## src/ps2mt_pkg.sv

```systemverilog
package ps2mt_pkg;

  // Width of the cursor position registers and of the clamp bounds.
  localparam int POS_BITS = 12;
  // Width of the signed sum of a position and a motion delta.
  localparam int SUM_BITS = POS_BITS + 2;
  localparam int CFG_ADDR_BITS = 8;

  // Register indexes on the configuration port.
  localparam logic [CFG_ADDR_BITS-1:0] REG_MAX_X = CFG_ADDR_BITS'(0);
  localparam logic [CFG_ADDR_BITS-1:0] REG_MAX_Y = CFG_ADDR_BITS'(1);

  localparam logic [POS_BITS-1:0] MAX_X_RESET = POS_BITS'(1023);
  localparam logic [POS_BITS-1:0] MAX_Y_RESET = POS_BITS'(767);

  // Header byte fields.
  localparam int SYNC_BIT  = 3;
  localparam int X_OVF_BIT = 6;
  localparam int Y_OVF_BIT = 7;
  localparam int BTN_BITS  = 3;

  // An overflowing axis moves by this magnitude.
  localparam logic signed [9:0] OVF_MAG = 10'sd255;

  typedef struct packed {
    logic       done;
    logic [7:0] header;
    logic [7:0] dx_byte;
    logic [7:0] dy_byte;
  } pkt_t;

  // Signed motion delta of one axis, with the overflow flag applied.
  function automatic logic signed [9:0] motion(input logic [7:0] b, input logic ovf);
    logic signed [9:0] d;
    d = 10'(signed'(b));
    if (ovf) begin
      d = b[7] ? -OVF_MAG : OVF_MAG;
    end
    return d;
  endfunction

  // Clamp a signed position to the range 0 .. lim.
  function automatic logic [POS_BITS-1:0] clamp_pos(input logic signed [SUM_BITS-1:0] v,
                                                    input logic [POS_BITS-1:0] lim);
    logic [POS_BITS-1:0] r;
    if (v < 0) begin
      r = '0;
    end else if (v > signed'({2'b00, lim})) begin
      r = lim;
    end else begin
      r = v[POS_BITS-1:0];
    end
    return r;
  endfunction

endpackage

```

## src/ps2mt_byte_if.sv

```systemverilog
interface ps2mt_byte_if;
  logic       valid;
  logic       ready;
  logic [7:0] rx_byte;

  modport source (output valid, output rx_byte, input ready);
  modport sink (input valid, input rx_byte, output ready);
endinterface

```

## src/ps2mt_event_if.sv

```systemverilog
interface ps2mt_event_if;
  import ps2mt_pkg::*;
  logic                valid;
  logic                ready;
  logic [POS_BITS-1:0] cursor_x;
  logic [POS_BITS-1:0] cursor_y;
  logic [BTN_BITS-1:0] button_mask;

  modport source (output valid, output cursor_x, output cursor_y, output button_mask,
                  input ready);
  modport sink (input valid, input cursor_x, input cursor_y, input button_mask,
                output ready);
endinterface

```

## src/ps2mt_cfg_if.sv

```systemverilog
interface ps2mt_cfg_if;
  import ps2mt_pkg::*;
  logic                     valid;
  logic                     ready;
  logic [CFG_ADDR_BITS-1:0] index;
  logic [POS_BITS-1:0]      data;

  modport source (output valid, output index, output data, input ready);
  modport sink (input valid, input index, input data, output ready);
endinterface

```

## src/ps2mt_framer.sv

```systemverilog
module ps2mt_framer (
  input  logic              clk,
  input  logic              rst,
  input  logic              accept,
  input  logic [7:0]        rx_byte,
  output ps2mt_pkg::pkt_t   pkt
);
  import ps2mt_pkg::*;

  localparam logic [1:0] PHASE_HEADER = 2'd0;
  localparam logic [1:0] PHASE_DX     = 2'd1;
  localparam logic [1:0] PHASE_DY     = 2'd2;

  logic [1:0] phase;
  logic [7:0] header;
  logic [7:0] dx_byte;

  always_ff @(posedge clk) begin
    if (rst) begin
      phase   <= PHASE_HEADER;
      header  <= '0;
      dx_byte <= '0;
    end else if (accept) begin
      unique case (phase)
        PHASE_DX: begin
          dx_byte <= rx_byte;
          phase   <= PHASE_DY;
        end
        PHASE_DY: begin
          phase <= PHASE_HEADER;
        end
        default: begin
          // Bytes without the sync bit are dropped until a header turns up.
          if (rx_byte[SYNC_BIT]) begin
            header <= rx_byte;
            phase  <= PHASE_DX;
          end else begin
            phase <= PHASE_HEADER;
          end
        end
      endcase
    end
  end

  always_comb begin
    pkt.done    = accept && (phase == PHASE_DY);
    pkt.header  = header;
    pkt.dx_byte = dx_byte;
    pkt.dy_byte = rx_byte;
  end

endmodule

```

## src/ps2mt_cursor.sv

```systemverilog
module ps2mt_cursor (
  input  logic                          clk,
  input  logic                          rst,
  input  ps2mt_pkg::pkt_t               pkt,
  input  logic [ps2mt_pkg::POS_BITS-1:0] max_x,
  input  logic [ps2mt_pkg::POS_BITS-1:0] max_y,
  ps2mt_event_if.source                 evt
);
  import ps2mt_pkg::*;

  logic [POS_BITS-1:0]        pos_x;
  logic [POS_BITS-1:0]        pos_y;
  logic [POS_BITS-1:0]        pos_x_next;
  logic [POS_BITS-1:0]        pos_y_next;
  logic signed [SUM_BITS-1:0] sum_x;
  logic signed [SUM_BITS-1:0] sum_y;
  logic                       valid;
  logic [BTN_BITS-1:0]        buttons;

  always_comb begin
    sum_x = signed'({2'b00, pos_x}) + SUM_BITS'(motion(pkt.dx_byte, pkt.header[X_OVF_BIT]));
    // Screen Y runs downwards, so upward motion lowers the position.
    sum_y = signed'({2'b00, pos_y}) - SUM_BITS'(motion(pkt.dy_byte, pkt.header[Y_OVF_BIT]));
    pos_x_next = clamp_pos(sum_x, max_x);
    pos_y_next = clamp_pos(sum_y, max_y);
  end

  always_ff @(posedge clk) begin
    if (rst) begin
      pos_x <= '0;
      pos_y <= '0;
      valid <= 1'b0;
    end else if (pkt.done) begin
      pos_x <= pos_x_next;
      pos_y <= pos_y_next;
      valid <= 1'b1;
    end else if (evt.ready) begin
      valid <= 1'b0;
    end
  end

  always_ff @(posedge clk) begin
    if (pkt.done) begin
      buttons <= pkt.header[BTN_BITS-1:0];
    end
  end

  assign evt.valid       = valid;
  assign evt.cursor_x    = pos_x;
  assign evt.cursor_y    = pos_y;
  assign evt.button_mask = buttons;

endmodule

```

## src/ps2mt_cfg_regs.sv

```systemverilog
module ps2mt_cfg_regs (
  input  logic                           clk,
  input  logic                           rst,
  ps2mt_cfg_if.sink                      cfg,
  output logic [ps2mt_pkg::POS_BITS-1:0] max_x,
  output logic [ps2mt_pkg::POS_BITS-1:0] max_y
);
  import ps2mt_pkg::*;

  assign cfg.ready = 1'b1;

  always_ff @(posedge clk) begin
    if (rst) begin
      max_x <= MAX_X_RESET;
      max_y <= MAX_Y_RESET;
    end else if (cfg.valid) begin
      unique case (cfg.index)
        REG_MAX_X: max_x <= cfg.data;
        REG_MAX_Y: max_y <= cfg.data;
        default: ;
      endcase
    end
  end

endmodule

```

## src/ps2_mouse_packet_tracker.sv

```systemverilog
// PS/2 mouse packet tracker. Bytes from the mouse arrive on the rx channel one request at a
// time and are gathered into three-byte packets of header, X motion and Y motion. While the
// tracker waits for a header it drops every byte whose bit 3 is clear, which brings it back
// into step after a lost byte. The third byte of a packet produces one request on the evt
// channel carrying the new cursor position and the left, right and middle button bits; the
// first two bytes produce nothing. Motion bytes are signed, an overflow flag in the header
// replaces that axis's motion by plus or minus 255, X grows with rightward motion and Y
// shrinks with upward motion, and both positions are clamped to the range 0 up to the
// max_x and max_y registers (reset values 1023 and 767). Registers are written on the cfg
// channel, index 0 for max_x and 1 for max_y, other indexes being ignored; writes are
// always accepted and should only be made while no packet is in flight. The adder and clamp
// between the packet registers and the output register are the only work, so a byte can be
// accepted in every cycle unless input is stalled, including the cycle in which a waiting
// result is taken. The tracker stalls input only while a result sits in the output register
// and the sink is not ready.
module ps2_mouse_packet_tracker (
  input  logic          clk,
  input  logic          rst,
  ps2mt_byte_if.sink    rx,
  ps2mt_event_if.source evt,
  ps2mt_cfg_if.sink     cfg
);
  import ps2mt_pkg::*;

  logic                accept;
  pkt_t                pkt;
  logic [POS_BITS-1:0] max_x;
  logic [POS_BITS-1:0] max_y;

  // A byte may enter whenever the output register is empty or is being emptied this cycle.
  assign rx.ready = !evt.valid || evt.ready;
  assign accept   = rx.valid && rx.ready;

  ps2mt_cfg_regs u_cfg_regs (
    .clk   (clk),
    .rst   (rst),
    .cfg   (cfg),
    .max_x (max_x),
    .max_y (max_y)
  );

  ps2mt_framer u_framer (
    .clk     (clk),
    .rst     (rst),
    .accept  (accept),
    .rx_byte (rx.rx_byte),
    .pkt     (pkt)
  );

  ps2mt_cursor u_cursor (
    .clk   (clk),
    .rst   (rst),
    .pkt   (pkt),
    .max_x (max_x),
    .max_y (max_y),
    .evt   (evt)
  );

  // A new result must come from a byte accepted in the previous cycle.
  assert property (@(posedge clk) disable iff (rst)
    $rose(evt.valid) |-> $past(accept))
    else $error("result appeared without an accepted byte");

  // A waiting result that is not taken blocks further input.
  assert property (@(posedge clk) disable iff (rst)
    (evt.valid && !evt.ready) |-> !rx.ready)
    else $error("input accepted while a result is stalled");

  // Reported positions never exceed the configured bounds.
  assert property (@(posedge clk) disable iff (rst)
    evt.valid |-> (evt.cursor_x <= max_x) && (evt.cursor_y <= max_y))
    else $error("cursor position beyond its bound");

endmodule
```

## src/flat_wrapper.sv

```systemverilog
// flat-port wrapper written by rule: the top's interface ports become plain ports
module ps2_mouse_packet_tracker_flat import ps2mt_pkg::*;
  (clk, rst, rx_valid, rx_rx_byte, rx_ready, evt_valid, evt_cursor_x, evt_cursor_y, evt_button_mask, evt_ready, cfg_valid, cfg_index, cfg_data, cfg_ready);
  ps2mt_byte_if rx_i ();
  ps2mt_event_if evt_i ();
  ps2mt_cfg_if cfg_i ();
  input  logic clk;
  input  logic rst;
  input wire logic [$bits(rx_i.valid)-1:0] rx_valid;
  input wire logic [$bits(rx_i.rx_byte)-1:0] rx_rx_byte;
  output wire logic [$bits(rx_i.ready)-1:0] rx_ready;
  output wire logic [$bits(evt_i.valid)-1:0] evt_valid;
  output wire logic [$bits(evt_i.cursor_x)-1:0] evt_cursor_x;
  output wire logic [$bits(evt_i.cursor_y)-1:0] evt_cursor_y;
  output wire logic [$bits(evt_i.button_mask)-1:0] evt_button_mask;
  input wire logic [$bits(evt_i.ready)-1:0] evt_ready;
  input wire logic [$bits(cfg_i.valid)-1:0] cfg_valid;
  input wire logic [$bits(cfg_i.index)-1:0] cfg_index;
  input wire logic [$bits(cfg_i.data)-1:0] cfg_data;
  output wire logic [$bits(cfg_i.ready)-1:0] cfg_ready;
  assign rx_i.valid = rx_valid;
  assign rx_i.rx_byte = rx_rx_byte;
  assign rx_ready = rx_i.ready;
  assign evt_valid = evt_i.valid;
  assign evt_cursor_x = evt_i.cursor_x;
  assign evt_cursor_y = evt_i.cursor_y;
  assign evt_button_mask = evt_i.button_mask;
  assign evt_i.ready = evt_ready;
  assign cfg_i.valid = cfg_valid;
  assign cfg_i.index = cfg_index;
  assign cfg_i.data = cfg_data;
  assign cfg_ready = cfg_i.ready;
  ps2_mouse_packet_tracker u_core (.clk(clk), .rst(rst), .rx(rx_i), .evt(evt_i), .cfg(cfg_i));
endmodule
```

## config.mk

```make
export PLATFORM = sky130hd
export DESIGN_NAME = ps2_mouse_packet_tracker_flat
export DESIGN_NICKNAME = d
export VERILOG_FILES = /design/src/ps2mt_pkg.sv /design/src/ps2mt_byte_if.sv /design/src/ps2mt_event_if.sv /design/src/ps2mt_cfg_if.sv /design/src/ps2mt_framer.sv /design/src/ps2mt_cursor.sv /design/src/ps2mt_cfg_regs.sv /design/src/ps2_mouse_packet_tracker.sv /design/src/flat_wrapper.sv
export SDC_FILE = /design/constraint.sdc
export NUM_CORES = 1
export LEC_CHECK = 0
export BUFFER_PORTS_ARGS = -buffer_cell sky130_fd_sc_hd__buf_2
export CAP_MARGIN = 20
export CORE_MARGIN = 4
export CORE_UTILIZATION = 49
export CTS_BUF_LIST = sky130_fd_sc_hd__clkbuf_8
export DETAILED_ROUTE_END_ITERATION = 8
export MAX_ROUTING_LAYER = met4
export PLACE_DENSITY = 0.7
export SKIP_LAST_GASP = 1
export SLEW_MARGIN = 30
export SYNTH_ARGS = -nofsm -noshare
export SYNTH_HDL_FRONTEND = slang
export SYNTH_SLANG_ARGS = --single-unit
```

## constraint.sdc

```tcl
create_clock -name clk -period 14.59 [get_ports clk]
set_input_delay 2.918 -clock clk [delete_from_list [all_inputs] [get_ports clk]]
set_output_delay 2.918 -clock clk [all_outputs]
set_load 0.01 [all_outputs]
```

## After elaboration in Yosys (flattened, before gate mapping)

Index checks and enable logic that the tools add are counted.

| cells by class | value |
|---|---|
| $add $sub $neg | 2 |
| order comparisons | 4 |
| equal/unequal tests | 3 |
| multiplexer cells | 12 |
| bitwise operators | 1 |
| reduce and logical (&&, ||, !) cells | 11 |

Operators with widths:

| cell | count |
|---|---|
| 12-bit 2-to-1 mux | 4 |
| 10-bit 2-to-1 mux | 4 |
| 14-bit by 13-bit greater-than comparator with 1-bit output | 2 |
| 14-bit by 1-bit < comparator with 1-bit output, second input constant | 2 |
| 13-bit by 10-bit adder with 14-bit output | 1 |
| 13-bit by 10-bit subtractor with 14-bit output | 1 |
| 8-bit by 1-bit equality test with 1-bit output, second input constant | 1 |
| 8-bit zero test | 1 |
| 2-bit AND reduction | 3 |
| 2-bit case mux with 2 select lines | 1 |
| 1-bit 2-to-1 mux | 3 |
| 3-bit AND reduction | 1 |
| 2-bit by 1-bit equality test with 1-bit output, second input constant | 1 |
| 2-bit equality test, second input constant | 1 |
| 1-bit logical AND | 2 |
| 2-bit nonzero test | 1 |
| 2-bit OR reduction | 1 |
| 1-bit zero test | 1 |
| 1-bit logical OR | 1 |
| 1-bit inverter | 1 |

| word-level totals | value |
|---|---|
| register bits | 70 |
| bits of input ports | 33 |
| output and inout bits | 30 |
| logic and storage cells | 42 |

## Longest topological paths before layout

| logic depth | value |
|---|---|
| depth in word-level cells | 6 |
| gate-level depth with buffers | 21 |
| depth with buffers taken out | 19 |

## Modules after synthesis

Synthesis repeated with hierarchy kept, for this count alone.

| unflattened totals | value |
|---|---|
| cell total of the unflattened synthesis | 591 |
| area total of the unflattened synthesis | 5041.1 um^2 |

By module, submodules not included:

| module | times used | cells an instance | area an instance (um^2) | seq. area each (um^2) |
|---|---|---|---|---|
| ps2mt_cursor | 1 | 396 | 3125.5 | 590.6 |
| ps2mt_cfg_regs | 1 | 101 | 994.7 | 480.5 |
| ps2mt_framer | 1 | 92 | 898.4 | 360.3 |
| ps2_mouse_packet_tracker | 1 | 2 | 22.5 | 0.0 |

## Worst setup path after synthesis

No wires, ideal clock.

| timing | value |
|---|---|
| kind | input port to flip-flop |
| start | in rx_rx_byte[7] |
| end | reg u_core.u_cursor.pos_y[10], in the netlist u_core.u_cursor.evt.cursor_y[10] |
| setup time | 128 ps |
| data arrival time | 6560 ps |
| data required time | 14462 ps |
| slack | 7902 ps |
| stages on the path | 20 |
| buffers on the path | 2 |
| cells stage by stage | clkbuf_1 -> nand2_1 -> o21a_1 -> fa_1 -> nor2b_2 -> o31ai_2 -> a2111oi_4 -> o21ai_0 -> mux2i_1 -> nand2_1 -> ha_1 -> nand4_1 -> nor4_1 -> nor3_1 -> a31oi_2 -> a21boi_0 -> o22a_1 -> buf_6 -> mux2i_1 -> o21ai_1 |

| on the way | value |
|---|---|
| longest elaborated chain between the ends | 6 |
| elaborated cells on any way between the ends | 7 |
| classes of those cells | add/sub: 1; order compare: 2; mux: 4 |

RTL lines:

| item | RTL line | text |
|---|---|---|
| start, declared | flat_wrapper.sv:10 | `input wire logic [$bits(rx_i.rx_byte)-1:0] rx_rx_byte;` |
| 10-bit 2-to-1 mux | ps2mt_pkg.sv:37 | `d = b[7] ? -OVF_MAG : OVF_MAG;` |
| 10-bit 2-to-1 mux (*) | ps2mt_pkg.sv:36 | `if (ovf) begin` |
| 13-bit by 10-bit subtractor with 14-bit output (*) | ps2mt_cursor.sv:23 | `sum_y = signed'({2'b00, pos_y}) - SUM_BITS'(motion(pkt.dy_byte, pkt.header[Y_OVF_BIT]));` |
| 14-bit by 13-bit greater-than comparator with 1-bit output | ps2mt_pkg.sv:48 | `end else if (v > signed'({2'b00, lim})) begin` |
| 12-bit 2-to-1 mux | ps2mt_pkg.sv:48 |  |
| 12-bit 2-to-1 mux (*) | ps2mt_pkg.sv:46 | `if (v < 0) begin` |
| end signal, assigned | ps2mt_cursor.sv:35 | `pos_y <= pos_y_next;` |
| end, declared | ps2mt_cursor.sv:12 | `logic [POS_BITS-1:0] pos_y;` |

Mark *: on every way between the ends. The rest lies on a longest branch, timed or not.
A chain may end at the register's enable or synchronous reset.

## Final worst setup path

| timing | value |
|---|---|
| start | in rx_rx_byte[0] |
| end | reg u_core.u_cursor.pos_y[2], in the netlist u_core.u_cursor.evt.cursor_y[2] |

| on the way | value |
|---|---|
| longest elaborated chain between the ends | 5 |
| elaborated cells on any way between the ends | 6 |
| classes of those cells | add/sub: 1; order compare: 2; mux: 3 |

RTL lines:

| item | RTL line |
|---|---|
| 10-bit 2-to-1 mux (*) | ps2mt_pkg.sv:36 |
| 13-bit by 10-bit subtractor with 14-bit output (*) | ps2mt_cursor.sv:23 |
| 14-bit by 13-bit greater-than comparator with 1-bit output | ps2mt_pkg.sv:48 |
| 12-bit 2-to-1 mux | ps2mt_pkg.sv:48 |
| 12-bit 2-to-1 mux (*) | ps2mt_pkg.sv:46 |

Marks and branches as above.

==> results_dict.tcl <==
set metrics [dict create \
    post-route-util 0.571 \
    design.die.area_mm2 0.0113 \
    layout.cells.most_common "sky130_fd_sc_hd__dfxtp_1" \
    post_cts_hold_buffer_count 0 \
    synth.net_count 670 \
    crit_end_category "register" \
    setup_tns_ps 0 \
    critical_path_peak_fanout 10 \
    mostFrequentLayoutCells "sky130_fd_sc_hd__dfxtp_1 (64), sky130_fd_sc_hd__buf_2 (61), sky130_fd_sc_hd__nor2_1 (57)" \
    routed_length_on_met3_um 621 \
    number_of_global_route_vias_before_repair 4205 \
    detail-route-antenna-nets 0 \
    cts-buffers-inserted 9 \
    routed-via-count 4341 \
    yosysSeqAreaShare 0.290 \
    clock_insertion_delay_worst_skew_ps 340 \
    synth_edf_count 3 \
    final_min_period_over_clock_period 0.485 \
    cts_tree "built" \
    layout.nets 724 \
    powerDensity_mw_per_mm2 76.5 \
    critPathArrivalTime_ps 7290 \
    fill_cells 905 \
    maximum_vdd_ir_drop_mv 0.0439 \
    slew-limit-headroom 0.441 \
    met2_length_um 5400 \
    critPathRequiredTime_ps 14810 \
    ys_async_sr_fraction 0 \
    final_setup_violation_count 0 \
    die_y_um 106 \
    dp.final_hpwl_um 9360 \
    p_sw_frac 0.278 \
    post_route_cells_drive_above_1_share 0.145 \
    power.share.sequential 0.463 \
    rsz0062_at_grt "no" \
    clock-sinks 67 \
    gr-total-overflow 0 \
    finalWirelength_um 11900 \
    max_cap_viol_count 0 \
    yosysUniqueCellTypes 62 \
    pwr-share-clk 0.382 \
    postSynthRegisterBits 67 \
    grt_pass1_wl_um 19600 \
    floorplan.rows 35 \
    cp_num_buf_inv 1 \
    portBuffers 61 \
    clockRootBuffer "sky130_fd_sc_hd__clkbuf_8" \
    finalClockSkew_ps 9.92 \
    dr.first_iter.drc_count 232 \
    gpl.final_weighted_congestion 0.870 \
    count_of_cells_resized_by_post_cts_repair 0 \
    number_of_h_tree_branching_levels 3 \
    grt_usage 0.217 \
    path_delay_family "compound AO/OA/AOI/OAI gates" \
    post-route-drc-count 0 \
    antenna_cells 0 \
    syn_avg_cell_area_um2 8.13 \
    cp_slowest_cell "sky130_fd_sc_hd__o22a_1" \
    start_util 0.507 \
    post_synth_instance_area_mm2 0.00473 \
    timing.hold.worst.class "reg -> reg" \
    drt-pass1-iter-count 4 \
    clk_pin_slew_worst_paths_ps 80 \
    avgViaCountPerCell 5.64 \
    p_leak_nw 2.55 \
    maxSlewViolCount 0 \
    fmax_mhz 141 \
    topRoutingLayerUsed "met4" \
    cts_max_path_buffers 2 \
    power.switching_mw 0.113 \
    ys.warnings.count 0 \
    route.layer.met1.wl_um 5680 \
    setup.worst_path.class "in -> reg" \
    syn-instance-count 582 \
    wl_per_cell_um 15.5 \
    period_needed_ps 7070 \
    power.combinational.fraction 0.155 \
    grt_start_max_net_pins 46 \
    internal_power_mw 0.294 \
    synthToLayoutAreaGrowth_pct 12.5 \
    crit_path_start_kind "input pin" \
    max_stage_delay_ps 570 \
    io_pins 63 \
    number_of_endpoints_with_negative_hold_slack_in_the_final_report 0 \
    outcome "finished clean" \
    critical_path.cell_chain "buf_2, or2_2, ha_1, fa_1, nor2b_2, o31ai_2, a2111oi_4, o21ai_0, mux2i_1, nand2_1, ha_1, nand4_1, nor4_1, nor3_1, a31oi_2, a21boi_0, o22a_1, mux2i_1, o21ai_1" \
    antenna_violations_before_repair 0 \
    fp.dieW_um 106 \
    design.core.area_mm2 0.00933 \
    worst_slew_pin_slew_ps 836 \
    post-cts-setup-buffer-count 0 \
    postSynth.topFlopCell "sky130_fd_sc_hd__dfxtp_1" \
]
==> flip-flops by register name, indices dropped and copies added (netlist names) <==
signal / cells
u_core.u_framer.phase: 2
u_core.u_cfg_regs.max_y: 12
u_core.u_cursor.evt.cursor_x: 12
u_core.u_cursor.evt.cursor_y: 12
u_core.u_cfg_regs.max_x: 12
u_core.u_cursor.evt.button_mask: 3
u_core.u_framer.header: 5
u_core.u_framer.dx_byte: 8
u_core.u_cursor.evt.valid: 1
==> area by class of cell <==
cell class                 instances  area (µm²)  area share
timing repair buffer              63         320      0.0602
multi-input combinational        440        3070       0.576
tap                              129         161      0.0303
clock inverter                     6        57.6      0.0108
clock buffer                      10         138      0.0259
sequential                        67        1370       0.258
inverter                          55         206      0.0388
==> cell families after synthesis <==
kind of cell,synth area share
other,0.000792
flip-flops,0.290
AO/OA/AOI/OAI,0.217
multiplexers,0.0566
XOR/XNOR,0.0315
buffers and inverters,0.0619
AND/OR/NAND/NOR,0.194
adder cells (fa/ha/maj),0.149
==> synth_stat cells, drive strengths merged, types with 15 or more instances <==
master / number / share of area
a21oi: 32 / 0.034
clkbuf: 18 / 0.014
a211o: 21 / 0.039
nor3: 18 / 0.019
nand2: 54 / 0.043
nand3: 16 / 0.017
o21ai: 38 / 0.043
nor2: 58 / 0.047
inv: 54 / 0.043
nand4: 15 / 0.020
mux2i: 24 / 0.054
ha: 53 / 0.14
dfxtp: 64 / 0.27
==> power groups by stage <==
| stage | sequential [mW] | combinational [mW] | clock, mW |
|---|---|---|---|
| floorplan | 0.192 | 0.0458 | 0 |
| global placement | 0.193 | 0.0607 | 0 |
| detailed placement | 0.193 | 0.0621 | 0 |
| CTS | 0.189 | 0.0626 | 0.158 |
| global route | 0.189 | 0.0709 | 0.167 |
| finish | 0.189 | 0.0629 | 0.156 |
==> metrics by stage <==
stage / setup WS [ps] / total power, mW / std cells / hold slack (ps) / instance area (µm²)
final: 7520 / 0.407 / 770 / 448 / 5320
after global routing: 7160 / 0.427 / 770 / 450 / 5320
after CTS: 7540 / 0.409 / 770 / 442 / 5320
after detailed placement: 7170 / 0.255 / 754 / 424 / 5130
after global placement: 7280 / 0.253 / 754 / 414 / 5130
after floorplan: 7900 / 0.238 / 582 / 408 / 4730
==> routing by layer <==
layer	up-vias	GRT usage
met1	2011	0.286
met5	-	-
met2	117	0.336
met4	0	0.0685
met3	23	0.0425
li1	2190	-
==> path summary, 6_finish.rpt <==
| kind | start | cells past startpoint | slack, ps | end |
|---|---|---|---|---|
| worst max register to register | u_core.u_framer.header[7]$_SDFFE_PP0P_ | 18 | 9750 | u_core.u_cursor.evt.cursor_y[2]$_SDFFE_PP0P_ |
| worst min register to register | u_core.u_framer.header[0]$_SDFFE_PP0P_ | 0 | 450 | u_core.u_cursor.evt.button_mask[0]$_DFFE_PP_ |
| worst max-delay path | rx_rx_byte[0] | 19 | 7520 | u_core.u_cursor.evt.cursor_y[2]$_SDFFE_PP0P_ |
| worst min-delay path | u_core.u_framer.header[0]$_SDFFE_PP0P_ | 0 | 450 | u_core.u_cursor.evt.button_mask[0]$_DFFE_PP_ |
Note: power is estimated with default switching activity, not from simulation.
